--- src/rtl/mbe_pkg.sv ---
// Shared types and constants for the Mandelbrot escape-time block.
package mbe_pkg;

    localparam int WORD_W = 32;
    localparam int CNT_W  = 16;
    localparam logic [CNT_W-1:0] MAX_ITER_RESET = 16'd256;

    typedef enum logic [1:0] {
        ST_IDLE,
        ST_MUL,
        ST_EVAL
    } state_t;

    typedef struct packed {
        logic load;
        logic mul;
        logic step;
        logic finish;
    } dp_cmd_t;

    typedef struct packed {
        logic at_limit;
        logic escape;
        logic out_free;
    } dp_status_t;

endpackage

--- src/rtl/mbe_ctrl.sv ---
// Sequencer for the escape-time iteration: load, multiply, evaluate, hand off.
module mbe_ctrl (
    input  logic                aclk,
    input  logic                aresetn,
    input  logic                s_valid,
    output logic                s_ready,
    input  mbe_pkg::dp_status_t status,
    output mbe_pkg::dp_cmd_t    cmd
);
    import mbe_pkg::*;

    state_t state_reg;
    state_t state_next;
    logic   done;

    assign done = status.at_limit || status.escape;

    always_ff @(posedge aclk) begin
        if (!aresetn) begin
            state_reg <= ST_IDLE;
        end else begin
            state_reg <= state_next;
        end
    end

    always_comb begin
        state_next = state_reg;
        case (state_reg)
            ST_IDLE: begin
                if (s_valid) begin
                    state_next = ST_MUL;
                end
            end
            ST_MUL: begin
                state_next = ST_EVAL;
            end
            ST_EVAL: begin
                if (!done) begin
                    state_next = ST_MUL;
                end else if (status.out_free) begin
                    state_next = ST_IDLE;
                end
            end
            default: begin
                state_next = ST_IDLE;
            end
        endcase
    end

    // no item is taken while reset is held
    always_comb begin
        s_ready    = 1'b0;
        cmd        = '0;
        case (state_reg)
            ST_IDLE: begin
                s_ready  = aresetn;
                cmd.load = s_valid && aresetn;
            end
            ST_MUL: begin
                cmd.mul = 1'b1;
            end
            ST_EVAL: begin
                cmd.step   = !done;
                cmd.finish = done && status.out_free;
            end
            default: begin
                s_ready = 1'b0;
            end
        endcase
    end

endmodule

--- config.mk ---
export PLATFORM = sky130hd
export DESIGN_NAME = mbe_ctrl
export DESIGN_NICKNAME = d
export VERILOG_FILES = /design/src/rtl/mbe_pkg.sv /design/src/rtl/mbe_ctrl.sv
export SDC_FILE = /design/constraint.sdc
export NUM_CORES = 1
export LEC_CHECK = 0
export BUFFER_PORTS_ARGS = -buffer_cell sky130_fd_sc_hd__buf_2
export CAP_MARGIN = 15
export CORE_AREA = 2 2 39 41
export CTS_CLUSTER_SIZE = 10
export DETAILED_ROUTE_END_ITERATION = 8
export DIE_AREA = 0 0 41 43
export GPL_ROUTABILITY_DRIVEN = 1
export GPL_TIMING_DRIVEN = 0
export SYNTH_ARGS = -nofsm -noshare
export SYNTH_HDL_FRONTEND = slang
export SYNTH_SLANG_ARGS = --single-unit
export TNS_END_PERCENT = 100
--- constraint.sdc ---
create_clock -name aclk -period 2.1 [get_ports aclk]
set_input_delay 0 -clock aclk [delete_from_list [all_inputs] [get_ports aclk]]
set_output_delay 0 -clock aclk [all_outputs]
set_load 0.01 [all_outputs]
==> flow_summary.ini <==
[run_status]
outcome = finished clean

[routing]
drt_first_iter_violations = 6
wl_per_cell_um = 7.681
drc = 0
vias = 170
first_pass_iters = 4
routed_wl_um = 361
viasPerCell = 3.617
postRouteAntennaNets = 0

[die]
boundaryPins = 11
start_util = 0.09674
coreArea_mm2 = 0.001384
die_w_um = 41
die-area_mm2 = 0.001763
die_y_um = 43
num_rows = 14

[synth]
syn_area_per_cell_um2 = 7.875
ys_ff_latch = 2
synth.cell_area_um2 = 133.9
seq_area_frac_synth = 0.2991
syn_nets = 23
synthCells = 17
yosysWarnings = 0
synth_cell_types = 12

[final_layout]
fin_util = 0.1709
final_cell_count_no_fill = 47
area_growth_pct = 76.64
mostFrequentLayoutCells = 10 x buf_2, 3 x nand2b_1, 3 x clkbuf_4
diodes = 0
nFillCells = 159
final_area_um2 = 236.5
mostFrequentLayoutCell = buf_2
largest_reg_flops = 2
drive_above_1_share = 0.4516
nNetsFinal = 39

[worst_setup_path]
required_ps = 2100
start_kind = flip-flop
r2r-end = state_reg[0]$_SDFFE_PN0P_
reg2reg_slack_ps = 1150
reg2regPathDepth = 2
cp_max_fo = 7
endpoint_kind = output port
arrival_ps = 1080
critical_path_class = reg -> out
r2r-start = state_reg[1]$_SDFFE_PN0P_

[clocking]
clkTransAtPathRegs_ps = 30
insertion_delay_ps = 220
clockRootBuffer = clkbuf_4
htree_levels = 1
postCtsHoldBufs = 1
cts-resized-gates = 0
cts_tree = done
cts.sinks = 2
ctsLongestPathBuffers = 2
post_cts_buffers = 0
cts_buffers = 3

[timing]
tns_ps = 0
grt_setup_unrepaired = no
finalClockSkew_ps = 0.2757
fin_crit_sh = 0.5134
worstMarginPinSlew_ps = 274.1
whs_ps = 45.06
period_minus_slack_ps = 1078
slew_headroom = 0.8149
max_freq_mhz = 927.6
setup_viol = 0
hold_violations = 0
maxSlewViolCount = 0

[grt]
grt_max_degree = 8
track_usage = 0.05205
grt_overflow_total = 0
grt_pass1_wl_um = 496
grt_pass1_vias = 157
antenna_found_initial = 0

[place]
dpl-instance-area_um2 = 203.9
finalWeightedCongestion = 0.4294
dpl.cell_count = 43
port_buffers = 10

[worst_hold_path]
min_path_cells = 3
worstHoldStart = aresetn
hold_path_end = state_reg[1]$_SDFFE_PN0P_
worst_hold_path_type = in -> reg

[power]
ir_drop_uv = 94.24
powerDensity_mw_per_mm2 = 653.2
p_leak_nw = 0.1149

[flow_run]
cap_viol_max_count = 0
routing by layer:
layer	part of all wire	track usage	vias to the layer above
met5	0	0	-
met4	0	0.06000	0
met3	0.16	0.06283	0
met2	0.51	0.06875	9
met1	0.34	0.02866	74
li1	-	-	87
critical path, cell delays in order (launching register included):
cell and delay (ps):
dfxtp_1 390, nand2b_1 120, nor3b_1 190, buf_2 160
worst max path at each step:
stage / startpoint / to / slack, ps
final: state_reg[1]$_SDFFE_PN0P_ / cmd[0] / 1020
after global routing: state_reg[1]$_SDFFE_PN0P_ / cmd[0] / 890
after CTS: state_reg[1]$_SDFFE_PN0P_ / cmd[0] / 980
after detailed placement: state_reg[1]$_SDFFE_PN0P_ / state_reg[0]$_SDFFE_PN0P_ / 1150
after global placement: state_reg[1]$_SDFFE_PN0P_ / state_reg[0]$_SDFFE_PN0P_ / 1120
after floorplan: state_reg[1]$_SDFFE_PN0P_ / state_reg[0]$_SDFFE_PN0P_ / 1210
power breakdown:
| group | internal, W | switching (W) |
|---|---|---|
| combinational | 0.0000155 | 0.0000126 |
| sequential | 0.0000408 | 0.00000243 |
| clock | 0.0000629 | 0.0000202 |
| total | 0.000119 | 0.0000352 |
final cells by class:
type / instances / area, um^2 / share of cell area
Buffer: 1 / 7.507 / 0.03175
Sequential cell: 2 / 40.04 / 0.1693
Multi-Input combinational cell: 13 / 82.58 / 0.3492
Inverter: 1 / 3.754 / 0.01587
Clock buffer: 3 / 22.52 / 0.09524
Timing Repair Buffer: 11 / 60.06 / 0.2540
Tap cell: 16 / 20.02 / 0.08466
cell usage after synthesis:
library cell  instances  share of area
inv_1                 1          0.028
nor3_1                1          0.037
buf_4                 1          0.056
nor2b_1               1          0.047
a21oi_1               1          0.037
o41ai_1               1          0.065
dfxtp_1               2           0.30
nor2_1                2          0.056
or3b_1                1          0.065
nand2b_1              3           0.14
nor3b_1               2           0.11
nand3b_1              1          0.056
cells by family (layout without fill, tap and decap cells):
logic type | count (synthesis) | count (layout) | share of synthesized area
AND/OR/NAND/NOR | 11 | 11 | 0.5140
buffers and inverters | 2 | 16 | 0.08411
AO/OA/AOI/OAI | 2 | 2 | 0.1028
flip-flops | 2 | 2 | 0.2991
through the flow:
stage | total power, W | worst slack, ps
2_1_floorplan | 0.00005815 | 1213
3_5_place_dp | 0.00007102 | 1146
6_report | 0.0001545 | 1022
4_1_cts | 0.0001628 | 984.1
3_3_place_gp | 0.00007063 | 1122
5_1_grt | 0.0001711 | 891.5
(Power assumes the default switching activity.)
